**src/hw/rtl/ltok_pkg.sv**
```systemverilog
`default_nettype none

package ltok_pkg;

	// Field widths fixed by the item formats.
	localparam int CHAR_W  = 8;
	localparam int LEVEL_W = 6;
	localparam int ERR_W   = 2;
	localparam int LVL_W   = 8;   // leading space count and its quotient
	localparam int NCHAR   = 5;   // most token bytes one request can release
	localparam int NCHAR_W = 3;

	// Defaults for the top-level parameters.
	localparam int INDENT_WIDTH_DEF     = 4;
	localparam int MAX_INDENT_LEVEL_DEF = 63;
	localparam int QUEUE_DEPTH_DEF      = 4;

	// Line outcome error codes.
	localparam logic [ERR_W-1:0] ERR_NONE    = 2'd0;
	localparam logic [ERR_W-1:0] ERR_INDENT  = 2'd1;
	localparam logic [ERR_W-1:0] ERR_BRACKET = 2'd2;
	localparam logic [ERR_W-1:0] ERR_QUOTE   = 2'd3;

	// Character codes.
	localparam logic [CHAR_W-1:0] CH_SPACE   = 8'h20;
	localparam logic [CHAR_W-1:0] CH_HASH    = 8'h23;
	localparam logic [CHAR_W-1:0] CH_SEMI    = 8'h3B;
	localparam logic [CHAR_W-1:0] CH_BAR     = 8'h7C;
	localparam logic [CHAR_W-1:0] CH_DQUOTE  = 8'h22;
	localparam logic [CHAR_W-1:0] CH_SQUOTE  = 8'h27;
	localparam logic [CHAR_W-1:0] CH_BSLASH  = 8'h5C;
	localparam logic [CHAR_W-1:0] CH_CR      = 8'h0D;
	localparam logic [CHAR_W-1:0] CH_LF      = 8'h0A;
	localparam logic [CHAR_W-1:0] CH_LPAREN  = 8'h28;
	localparam logic [CHAR_W-1:0] CH_RPAREN  = 8'h29;
	localparam logic [CHAR_W-1:0] CH_LBRACE  = 8'h7B;
	localparam logic [CHAR_W-1:0] CH_RBRACE  = 8'h7D;
	localparam logic [CHAR_W-1:0] CH_LBRACK  = 8'h5B;
	localparam logic [CHAR_W-1:0] CH_RBRACK  = 8'h5D;

	// All results caused by one input item: token bytes first, then
	// an optional line outcome.
	typedef struct packed {
		logic [NCHAR_W-1:0]           nchar;
		logic [NCHAR-1:0][CHAR_W-1:0] chars;
		logic [NCHAR-1:0]             ends;
		logic                         outcome;
		logic [LEVEL_W-1:0]           level;
		logic [ERR_W-1:0]             err;
	} cmd_t;

endpackage

`default_nettype wire

```
**src/hw/rtl/line_tokenizer_with_indent.sv**
```systemverilog
// The results of an accepted item are queued as one request, behind any earlier requests.
// Throughput: one input item per cycle while the result queue has room; the output
// side sends one result per cycle while m_axis_tready is high, in order within each item.
// The queue depth (QUEUE_DEPTH requests) sets how long bursts of results can be absorbed.
// Reset (arst_n low, asynchronous) returns the scanner to start of line and empties the queue.
`default_nettype none

module line_tokenizer_with_indent import ltok_pkg::*; #(
	parameter int INDENT_WIDTH     = INDENT_WIDTH_DEF,
	parameter int MAX_INDENT_LEVEL = MAX_INDENT_LEVEL_DEF,
	parameter int QUEUE_DEPTH      = QUEUE_DEPTH_DEF
) (
	input  wire logic        clk,
	input  wire logic        arst_n,
	input  wire logic        s_axis_tvalid,
	output logic             s_axis_tready,
	input  wire logic [7:0]  s_axis_tdata,  // in_char
	input  wire logic        s_axis_tuser,  // kind
	output logic             m_axis_tvalid,
	input  wire logic        m_axis_tready,
	output logic [23:0]      m_axis_tdata,  // out_char, token_end, indent_level, error_code
	output logic             m_axis_tuser,  // result_kind
	output logic             m_axis_tlast   // last_of_run
);

	logic push;
	logic pop;
	logic q_full;
	logic q_empty;
	cmd_t push_cmd;
	cmd_t head;

	// Scanner: accepts bytes and line ends, builds at most one request per item.
	ltok_front #(
		.INDENT_WIDTH     (INDENT_WIDTH),
		.MAX_INDENT_LEVEL (MAX_INDENT_LEVEL)
	) u_front (
		.clk        (clk),
		.arst_n     (arst_n),
		.item_valid (s_axis_tvalid),
		.item_kind  (s_axis_tuser),
		.item_char  (s_axis_tdata),
		.item_ready (s_axis_tready),
		.q_full     (q_full),
		.push       (push),
		.push_cmd   (push_cmd)
	);

	// Request queue between scanner and emitter.
	ltok_queue #(
		.DEPTH (QUEUE_DEPTH)
	) u_queue (
		.clk      (clk),
		.arst_n   (arst_n),
		.push     (push),
		.push_cmd (push_cmd),
		.pop      (pop),
		.head     (head),
		.full     (q_full),
		.empty    (q_empty)
	);

	// Emitter: sends the results of each request in order.
	ltok_back u_back (
		.clk           (clk),
		.arst_n        (arst_n),
		.head          (head),
		.q_empty       (q_empty),
		.pop           (pop),
		.m_axis_tvalid (m_axis_tvalid),
		.m_axis_tready (m_axis_tready),
		.m_axis_tdata  (m_axis_tdata),
		.m_axis_tuser  (m_axis_tuser),
		.m_axis_tlast  (m_axis_tlast)
	);

endmodule

`default_nettype wire

```
**src/hw/rtl/ltok_front.sv**
```systemverilog
`default_nettype none

module ltok_front import ltok_pkg::*; #(
	parameter int INDENT_WIDTH     = INDENT_WIDTH_DEF,
	parameter int MAX_INDENT_LEVEL = MAX_INDENT_LEVEL_DEF
) (
	input  wire logic              clk,
	input  wire logic              arst_n,
	input  wire logic              item_valid,
	input  wire logic              item_kind,
	input  wire logic [CHAR_W-1:0] item_char,
	output logic                   item_ready,
	input  wire logic              q_full,
	output logic                   push,
	output cmd_t                   push_cmd
);

	localparam int REM_W = (INDENT_WIDTH > 1) ? $clog2(INDENT_WIDTH) : 1;

	// Scan mode codes.
	localparam logic [2:0] M_LEAD    = 3'd0;
	localparam logic [2:0] M_NORM    = 3'd1;
	localparam logic [2:0] M_QUOTE   = 3'd2;
	localparam logic [2:0] M_COMMENT = 3'd3;
	localparam logic [2:0] M_SKIP    = 3'd4;

	// Token length code for a long token with one byte still held.
	localparam logic [2:0] TL_LONG = 3'd5;

	typedef struct packed {
		logic [2:0]              mode;
		logic [2:0]              tl;
		logic [3:0][CHAR_W-1:0]  hb;
		logic                    ats;
		logic                    esc;
		logic [ERR_W-1:0]        le;
		cmd_t                    c;
	} work_t;

	// Append one token byte to the result list.
	function automatic work_t f_put(work_t w, logic [CHAR_W-1:0] ch, logic e);
		w.c.chars[w.c.nchar] = ch;
		w.c.ends[w.c.nchar]  = e;
		w.c.nchar            = w.c.nchar + 3'd1;
		return w;
	endfunction

	// Add a byte to the current token; the last byte always stays held.
	function automatic work_t f_add(work_t w, logic [CHAR_W-1:0] ch);
		if (w.tl < 3'd4) begin
			w.hb[w.tl[1:0]] = ch;
			w.tl = w.tl + 3'd1;
		end else if (w.tl == 3'd4) begin
			for (int i = 0; i < 4; i++)
				w = f_put(w, w.hb[i], 1'b0);
			w.hb[0] = ch;
			w.tl = TL_LONG;
		end else begin
			w = f_put(w, w.hb[0], 1'b0);
			w.hb[0] = ch;
		end
		return w;
	endfunction

	// Release the held bytes of a token, rewriting short quoted forms.
	function automatic work_t f_flush(work_t w);
		if (w.tl != 3'd0) begin
			if (w.tl == 3'd3 && w.hb[0] == CH_DQUOTE && w.hb[2] == CH_DQUOTE) begin
				w.hb[0] = CH_SQUOTE;
				w.hb[2] = CH_SQUOTE;
			end else if (w.tl == 3'd4 && w.hb[0] == CH_DQUOTE &&
			             w.hb[1] == CH_BSLASH && w.hb[3] == CH_DQUOTE) begin
				w.hb[0] = CH_SQUOTE;
				w.hb[3] = CH_SQUOTE;
			end
			if (w.tl == TL_LONG) begin
				w = f_put(w, w.hb[0], 1'b1);
			end else begin
				for (int i = 0; i < 4; i++)
					if (3'(i) < w.tl)
						w = f_put(w, w.hb[i], 3'(i + 1) == w.tl);
			end
			w.tl  = 3'd0;
			w.ats = 1'b1;
		end
		return w;
	endfunction

	// One byte outside quotes after the indentation.
	function automatic work_t f_normal(work_t w, logic [CHAR_W-1:0] ch);
		if (!(ch == CH_CR || ch == CH_LF)) begin
			if (ch == CH_HASH) begin
				w = f_flush(w);
				w.mode = M_COMMENT;
			end else if (ch == CH_DQUOTE) begin
				w = f_add(w, ch);
				w.esc  = 1'b0;
				w.mode = M_QUOTE;
			end else if (ch == CH_SPACE) begin
				w = f_flush(w);
			end else if (ch == CH_SEMI) begin
				w = f_flush(w);
				w = f_put(w, CH_SEMI, 1'b1);
				w.ats = 1'b1;
			end else if (ch == CH_BAR) begin
				if (!w.ats && w.tl == 3'd0) begin
					w = f_put(w, CH_BAR, 1'b1);
					w.ats = 1'b1;
				end else begin
					w = f_add(w, ch);
				end
			end else if (ch == CH_LPAREN || ch == CH_RPAREN || ch == CH_LBRACE ||
			             ch == CH_RBRACE || ch == CH_LBRACK || ch == CH_RBRACK) begin
				w.tl   = 3'd0;
				w.le   = ERR_BRACKET;
				w.mode = M_SKIP;
			end else begin
				w = f_add(w, ch);
			end
		end
		return w;
	endfunction

	logic [2:0]             mode_q;
	logic [2:0]             tl_q;
	logic [3:0][CHAR_W-1:0] hb_q;
	logic                   ats_q;
	logic                   esc_q;
	logic [ERR_W-1:0]       le_q;
	logic [LVL_W-1:0]       sc_q;
	logic [REM_W-1:0]       rem_q;
	logic [LVL_W-1:0]       lvl_q;

	work_t            w;
	logic [LVL_W-1:0] sc_d;
	logic [REM_W-1:0] rem_d;
	logic [LVL_W-1:0] lvl_d;
	logic             bad;
	logic             accept;

	assign item_ready = !q_full;
	assign accept     = item_valid && item_ready;

	// Indentation is checked against the space count and a running quotient and remainder.
	assign bad = (sc_q == {LVL_W{1'b1}}) || (rem_q != '0) ||
	             (lvl_q > LVL_W'(MAX_INDENT_LEVEL));

	// Classify one item and collect the results it causes.
	always_comb begin
		w.mode = mode_q;
		w.tl   = tl_q;
		w.hb   = hb_q;
		w.ats  = ats_q;
		w.esc  = esc_q;
		w.le   = le_q;
		w.c    = '0;
		sc_d   = sc_q;
		rem_d  = rem_q;
		lvl_d  = lvl_q;
		if (!item_kind) begin
			unique case (mode_q)
				M_LEAD: begin
					if (item_char == CH_SPACE) begin
						if (sc_q != {LVL_W{1'b1}}) begin
							sc_d = sc_q + 1'b1;
							if (rem_q == REM_W'(INDENT_WIDTH - 1)) begin
								rem_d = '0;
								lvl_d = lvl_q + 1'b1;
							end else begin
								rem_d = rem_q + 1'b1;
							end
						end
					end else if (bad) begin
						w.le   = ERR_INDENT;
						w.mode = M_SKIP;
					end else begin
						w.mode = M_NORM;
						w = f_normal(w, item_char);
					end
				end
				M_NORM: begin
					w = f_normal(w, item_char);
				end
				M_QUOTE: begin
					if (item_char == CH_DQUOTE && !esc_q) begin
						w = f_add(w, item_char);
						w.mode = M_NORM;
					end else begin
						w.esc = (item_char == CH_BSLASH) ? !esc_q : 1'b0;
						w = f_add(w, item_char);
					end
				end
				default: ;
			endcase
		end else begin
			if (mode_q == M_LEAD) begin
				if (bad)
					w.le = ERR_INDENT;
			end else if (mode_q == M_QUOTE) begin
				w = f_add(w, CH_SPACE);
				w = f_flush(w);
				if (w.le == ERR_NONE)
					w.le = ERR_QUOTE;
			end else if (mode_q == M_NORM) begin
				w = f_flush(w);
			end
			w.c.outcome = 1'b1;
			w.c.err     = w.le;
			w.c.level   = (w.le == ERR_INDENT) ? '0 : lvl_q[LEVEL_W-1:0];
			// Line end: back to the start-of-line state.
			w.mode = M_LEAD;
			w.tl   = 3'd0;
			w.ats  = 1'b0;
			w.esc  = 1'b0;
			w.le   = ERR_NONE;
			sc_d   = '0;
			rem_d  = '0;
			lvl_d  = '0;
		end
	end

	assign push     = accept && (w.c.nchar != '0 || w.c.outcome);
	assign push_cmd = w.c;

	// Scanner state.
	always_ff @(posedge clk or negedge arst_n) begin
		if (!arst_n) begin
			mode_q <= M_LEAD;
			tl_q   <= 3'd0;
			ats_q  <= 1'b0;
			esc_q  <= 1'b0;
			le_q   <= ERR_NONE;
			sc_q   <= '0;
			rem_q  <= '0;
			lvl_q  <= '0;
		end else if (accept) begin
			mode_q <= w.mode;
			tl_q   <= w.tl;
			ats_q  <= w.ats;
			esc_q  <= w.esc;
			le_q   <= w.le;
			sc_q   <= sc_d;
			rem_q  <= rem_d;
			lvl_q  <= lvl_d;
		end
	end

	// Held token bytes need no reset.
	always_ff @(posedge clk) begin
		if (accept)
			hb_q <= w.hb;
	end

endmodule

`default_nettype wire

```
**src/hw/rtl/ltok_queue.sv**
```systemverilog
`default_nettype none

module ltok_queue import ltok_pkg::*; #(
	parameter int DEPTH = QUEUE_DEPTH_DEF
) (
	input  wire logic clk,
	input  wire logic arst_n,
	input  wire logic push,
	input  wire cmd_t push_cmd,
	input  wire logic pop,
	output cmd_t      head,
	output logic      full,
	output logic      empty
);

	localparam int PTR_W = (DEPTH > 1) ? $clog2(DEPTH) : 1;
	localparam int CNT_W = $clog2(DEPTH + 1);

	cmd_t             mem_q [DEPTH];
	logic [PTR_W-1:0] wr_q;
	logic [PTR_W-1:0] rd_q;
	logic [CNT_W-1:0] cnt_q;

	assign full  = (cnt_q == CNT_W'(DEPTH));
	assign empty = (cnt_q == '0);
	assign head  = mem_q[rd_q];

	// Pointers and fill level.
	always_ff @(posedge clk or negedge arst_n) begin
		if (!arst_n) begin
			wr_q  <= '0;
			rd_q  <= '0;
			cnt_q <= '0;
		end else begin
			if (push)
				wr_q <= (wr_q == PTR_W'(DEPTH - 1)) ? '0 : wr_q + 1'b1;
			if (pop)
				rd_q <= (rd_q == PTR_W'(DEPTH - 1)) ? '0 : rd_q + 1'b1;
			if (push && !pop)
				cnt_q <= cnt_q + 1'b1;
			else if (pop && !push)
				cnt_q <= cnt_q - 1'b1;
		end
	end

	// Entry storage.
	always_ff @(posedge clk) begin
		if (push)
			mem_q[wr_q] <= push_cmd;
	end

	a_no_push_full: assert property (@(posedge clk) disable iff (!arst_n)
		push |-> !full)
		else $error("request written into a full queue");

	a_no_pop_empty: assert property (@(posedge clk) disable iff (!arst_n)
		pop |-> !empty)
		else $error("request taken from an empty queue");

	a_fill_grows: assert property (@(posedge clk) disable iff (!arst_n)
		(push && !pop) |=> cnt_q == $past(cnt_q) + 1'b1)
		else $error("queue fill level did not follow a write");

endmodule

`default_nettype wire

```
**src/hw/rtl/ltok_back.sv**
```systemverilog
`default_nettype none

module ltok_back import ltok_pkg::*; (
	input  wire logic        clk,
	input  wire logic        arst_n,
	input  wire cmd_t        head,
	input  wire logic        q_empty,
	output logic             pop,
	output logic             m_axis_tvalid,
	input  wire logic        m_axis_tready,
	output logic [23:0]      m_axis_tdata,  // out_char, token_end, indent_level, error_code
	output logic             m_axis_tuser,  // result_kind
	output logic             m_axis_tlast   // last_of_run
);

	logic [NCHAR_W-1:0] idx_q;
	logic [NCHAR_W-1:0] total;
	logic               is_char;
	logic               last;
	logic               accept;
	logic [CHAR_W-1:0]  ch;
	logic               tend;
	logic [LEVEL_W-1:0] level;
	logic [ERR_W-1:0]   err;

	// Walk the results of the head request, one per cycle while m_axis_tready is high.
	assign total   = head.nchar + NCHAR_W'(head.outcome);
	assign is_char = idx_q < head.nchar;
	assign last    = (idx_q == total - 1'b1);
	assign accept  = m_axis_tvalid && m_axis_tready;
	assign pop     = accept && last;

	assign ch    = is_char ? head.chars[idx_q] : '0;
	assign tend  = is_char ? head.ends[idx_q] : 1'b0;
	assign level = is_char ? '0 : head.level;
	assign err   = is_char ? ERR_NONE : head.err;

	assign m_axis_tvalid = !q_empty;
	assign m_axis_tuser  = !is_char;
	assign m_axis_tlast  = last;
	assign m_axis_tdata  = {7'd0, err, level, tend, ch};

	// Result index within the head request.
	always_ff @(posedge clk or negedge arst_n) begin
		if (!arst_n) begin
			idx_q <= '0;
		end else if (accept) begin
			idx_q <= last ? '0 : idx_q + 1'b1;
		end
	end

endmodule

`default_nettype wire

```
**config.mk**
```make
export PLATFORM = sky130hd
export DESIGN_NAME = line_tokenizer_with_indent
export DESIGN_NICKNAME = d
export VERILOG_FILES = /design/src/hw/rtl/ltok_pkg.sv /design/src/hw/rtl/line_tokenizer_with_indent.sv /design/src/hw/rtl/ltok_front.sv /design/src/hw/rtl/ltok_queue.sv /design/src/hw/rtl/ltok_back.sv
export SDC_FILE = /design/constraint.sdc
export NUM_CORES = 1
export LEC_CHECK = 0
export ABC_CLOCK_PERIOD_IN_PS = 4700
export BUFFER_PORTS_ARGS = -buffer_cell sky130_fd_sc_hd__clkbuf_2
export CORE_ASPECT_RATIO = 1.1
export CORE_MARGIN = 4
export CORE_UTILIZATION = 40
export DETAILED_ROUTE_END_ITERATION = 6
export PLACE_DENSITY_LB_ADDON = 0.05
export SYNTH_ARGS = -nofsm -noshare
export SYNTH_HDL_FRONTEND = slang
export SYNTH_HIERARCHICAL = 1
export SYNTH_SLANG_ARGS = --single-unit
```
**constraint.sdc**
```tcl
create_clock -name clk -period 4.7 [get_ports clk]
set_input_delay 0.94 -clock clk [delete_from_list [all_inputs] [get_ports clk]]
set_output_delay 0.94 -clock clk [all_outputs]
set_load 0.1 [all_outputs]
```
==> summary.txt <==
SYNTH
----------------------------------------------------------------------------------
Fraction of the mapped netlist area in compound gates ...............        19.4%
EDFF count, synth ...................................................          260
Simple-Gate Fraction of Synth Area ..................................        15.8%
Gate count after technology mapping .................................         1841
XOR/XNOR Fraction of Synth Area .....................................       0.947%
Sequential-to-total area share from yosys stat ......................        45.7%
Mean post-synth cell area ...........................................    10.4 um^2
Fraction of synthesis flops using an asynchronous set or reset pin ..        12.8%
Register bit total from synthesis ...................................          298
Distinct cell type count of the synthesized netlist .................          102
Main synth FF type ..................................................     edfxtp_1
Combinational family with the most area after synthesis ............. compound AO/OA/AOI/OAI gates
Yosys warning count .................................................            6
Multiplexer share of the synthesized area ...........................        9.66%
Netlist area before placement .......................................   19200 um^2
Synthesized-area fraction occupied by adder cells ...................        1.67%

CELLS AND AREA
----------------------------------------------------------------------------------
Signed area change from the synthesized netlist to the final layout .        11.1%
Number of diodes added for antenna fixing ...........................            0
Fraction of layout cells with a size suffix above 1 .................        18.9%
Area used by multi-input combinational logic ........................    9150 um^2
Filler Cells Inserted ...............................................         4465
Number of nets at the end of the flow ...............................         1867
Sequential cell area ................................................    8760 um^2

CRITICAL PATH
----------------------------------------------------------------------------------
Largest delay contributor family on the critical path ............... simple AND/OR/NAND/NOR gates
Required time at the endpoint of the critical path ..................      4.97 ns
Dominant cell type by count on the critical path ....................         ha_1
Chain of cells forming the critical path ............................ clkinv_1, ha_1, inv_1, nand3_1, ha_1, nor4_1, nor2_1, ha_1, o21ai_0, o41a_1, and3_1, buf_4, a21oi_1, o21ai_0, a221oi_1, a211o_1
Slowest CP cell .....................................................      dfrtp_1
Nature of the critical path endpoint ................................    flip-flop
Startpoint Class ....................................................    flip-flop
CP arrival ..........................................................      4.48 ns
Worst-path maximum fanout ...........................................            9
Setup CP Type .......................................................   reg -> reg
Bufs and invs on worst path .........................................            3
CP peak stage delay .................................................      0.43 ns

FLOORPLAN
----------------------------------------------------------------------------------
Placement Rows ......................................................           83
CORE AREA ...........................................................   47000 um^2
Die Width ...........................................................       217 um
Die outline area ....................................................   51500 um^2
Num ports ...........................................................           41
Starting utilization of the core area ...............................        40.7%
Die extent in y .....................................................       238 um

CTS
----------------------------------------------------------------------------------
Longest Clk Path Bufs ...............................................            3
Root buf cell .......................................................    clkbuf_16
Number of H-tree branching levels ...................................            1
Total setup buffers inserted after CTS ..............................            0
# hold bufs at CTS ..................................................            0
Clock sink count ....................................................          298
Count of instances resized after the clock tree is built ............            0
Number of buffers created by CTS ....................................           31
Clock transition at the registers of the reported paths .............      0.06 ns
Clock network latency to the later pin of the worst-skew pair .......      0.58 ns
Clock tree from TritonCTS ...........................................         done

GLOBAL ROUTING
----------------------------------------------------------------------------------
Remaining Overflow, GRT .............................................            0
Wire length of the first global-routing pass ........................    109000 um
Total global routing track utilization ..............................        28.1%
Pin count of the biggest net entering global routing ................           59
Antenna violations before repair ....................................            0
Number of global-route vias before repair ...........................        15592

TIMING
----------------------------------------------------------------------------------
Number of endpoints with negative hold slack in the final report ....            0
Final worst clock skew ..............................................    0.0340 ns
Unrepaired setup endpoints after global routing .....................        false
Measured slew at the worst slew-check pin ...........................      1.10 ns
# setup viols final .................................................            0
Period Utilization, post-route ......................................        89.5%
Worst hold slack across all endpoints ...............................     0.433 ns
Fmax ................................................................    0.238 GHz
Final TNS setup .....................................................         0 ns
Shortest period the worst path allows ...............................      4.20 ns
Headroom to the max-slew limit ......................................        25.9%
Max-slew violation total from the final report ......................            0

PLACE
----------------------------------------------------------------------------------
Quantity of I/O buffers inserted on ports ...........................           33
DP HPWL .............................................................     54300 um
Routability Congestion ..............................................         1.02

ROUTE
----------------------------------------------------------------------------------
DRC violation count after routing ...................................            0
Total number of vias ................................................        16359
Routed wire per std cell ............................................      29.9 um
Sum of routed wire length over all layers ...........................     74500 um
Number of iterations in the first detailed-routing pass .............            6
Starting DRT DRC Count ..............................................         2060
Antenna-violating nets left .........................................            0
Average via count per standard cell .................................         6.57

POWER
----------------------------------------------------------------------------------
Maximum ir drop on the vdd rail .....................................     0.710 mV
Power per Cell Area .................................................  661 nW/um^2
Static leakage power ................................................      7.50 nW

RUN
----------------------------------------------------------------------------------
Number of maximum-capacitance constraint violations .................            0

RUN STATUS
----------------------------------------------------------------------------------
Status .............................................................. complete, no violations

HOLD PATH
----------------------------------------------------------------------------------
Class of the worst hold path ........................................  in -> async

[cell families (layout without fill, tap and decap cells)]
logic type / after synthesis / after routing
AO/OA/AOI/OAI: 552 / 552
XOR/XNOR: 19 / 19
adder cells (fa/ha/maj): 25 / 25
buffers and inverters: 246 / 252
flip-flops: 298 / 298
multiplexers: 112 / 112
other: 1 / 7
AND/OR/NAND/NOR: 588 / 588
[cells in the final DEF (no fill, tap or decap), types with 12 or more instances in the layout]
cell type  instances
dfrtp_1           35
a211oi_1          18
mux2_2            13
nor3_1            28
a221oi_1          15
a22o_1            17
ha_1              24
clkbuf_2          33
mux2i_1           42
buf_4            123
nand4_1           22
o21ai_0          126
nand3_1           55
a31oi_1           29
edfxtp_1         260
a32oi_1           13
a211o_1           15
nand2b_1          20
a22oi_1           25
o211ai_1          17
nor4_1            20
nand2_1          160
clkbuf_16         31
a21o_1            12
nor2_1           148
inv_1             27
o22ai_1           29
mux4_2            57
a21oi_1          112
and2_1            27
and3_1            17
xor2_1            14
[metrics by stage]
stage          instances  total power [mW]  setup WS, ns  utilization, %  instance area, um^2
6_report            2490              14.1         0.496            45.2                21300
5_1_grt             2490              14.7         0.310            45.2                21300
2_1_floorplan       1847              8.90        0.0712               -                19200
3_3_place_gp        2433              11.2         0.197            42.7                20100
4_1_cts             2490              14.0         0.431            45.2                21300
3_5_place_dp        2433              11.2         0.139            42.7                20100
[Yosys cell counts (13+ instances only)]
library cell	instances	area, um^2
clkbuf_1	102	383
a22o_1	17	149
edfxtp_1	260	7810
dfrtp_1	38	951
buf_4	73	548
mux4_2	57	1280
a22oi_1	25	188
buf_2	22	110
nand2_1	160	601
nand2b_1	20	125
nand3_1	55	275
nand4_1	22	138
nor4_1	20	125
and2_1	31	194
o211ai_1	17	128
mux2_2	13	146
a211oi_1	18	135
a221oi_1	15	131
a31oi_1	29	181
a32oi_1	13	114
mux2i_1	42	420
a21oi_1	112	561
and3_1	17	106
xor2_1	14	123
a211o_1	15	131
nor3_1	30	150
inv_1	27	101
ha_1	24	300
o21ai_0	126	631
o22ai_1	29	181
nor2_1	149	559
[registers in the layout, summed over array words and instances, names as in the netlist, 3 cells and up]
signal / cells
u_front/sc_q: 8
u_front/hb_q: 32
u_front/tl_q: 3
u_back/idx_q: 3
u_queue/mem_q: 228
u_front/mode_q: 3
u_queue/cnt_q: 3
u_front/lvl_q: 8
[where the power goes]
part	internal [mW]	switching (mW)	total [mW]
logic	2.35	5.08	7.42
registers	3.33	0.485	3.82
clock network	1.76	1.06	2.82
[path summary, 6_finish.rpt]
| check | from | endpoint | slack, ns | depth (start not counted) |
|---|---|---|---|---|
| max in group asynchronous | arst_n | u_front/tl_q[2]$_DFFE_PN0P_ | 3.84 | 2 |
| worst min register to register | u_queue/cnt_q[2]$_DFFE_PN0P_ | u_queue/cnt_q[2]$_DFFE_PN0P_ | 0.49 | 1 |
| worst max-delay path | u_front/tl_q[1]$_DFFE_PN0P_ | u_queue/mem_q[1][20]$_DFFE_PP_ | 0.50 | 16 |
| worst max register to register | u_front/tl_q[1]$_DFFE_PN0P_ | u_queue/mem_q[1][20]$_DFFE_PP_ | 0.50 | 16 |
| worst min-delay path | arst_n | u_queue/rd_q[0]$_DFFE_PN0P_ | 0.43 | 2 |
| min in group clk | u_queue/cnt_q[2]$_DFFE_PN0P_ | u_queue/cnt_q[2]$_DFFE_PN0P_ | 0.49 | 1 |
[area by class of cell]
class                   count  share of cell area [%]
clock inverters            26                    1.88
inverters                  29                   0.511
repair buffers            166                    6.05
well taps                 637                    3.74
clock buffers              31                    3.64
flip-flops and latches    298                    41.2
multi-input cells        1303                    43.0
[layer usage]
metal  vias to the layer above  wire, um  track usage [%]
met5                         -         0                0
met4                         0      4610             14.0
met3                       254      6360             4.18
met2                       983     32900             43.1
met1                      8074     30700             39.0
li1                       7048         -                -
(Power assumes the default switching activity.)
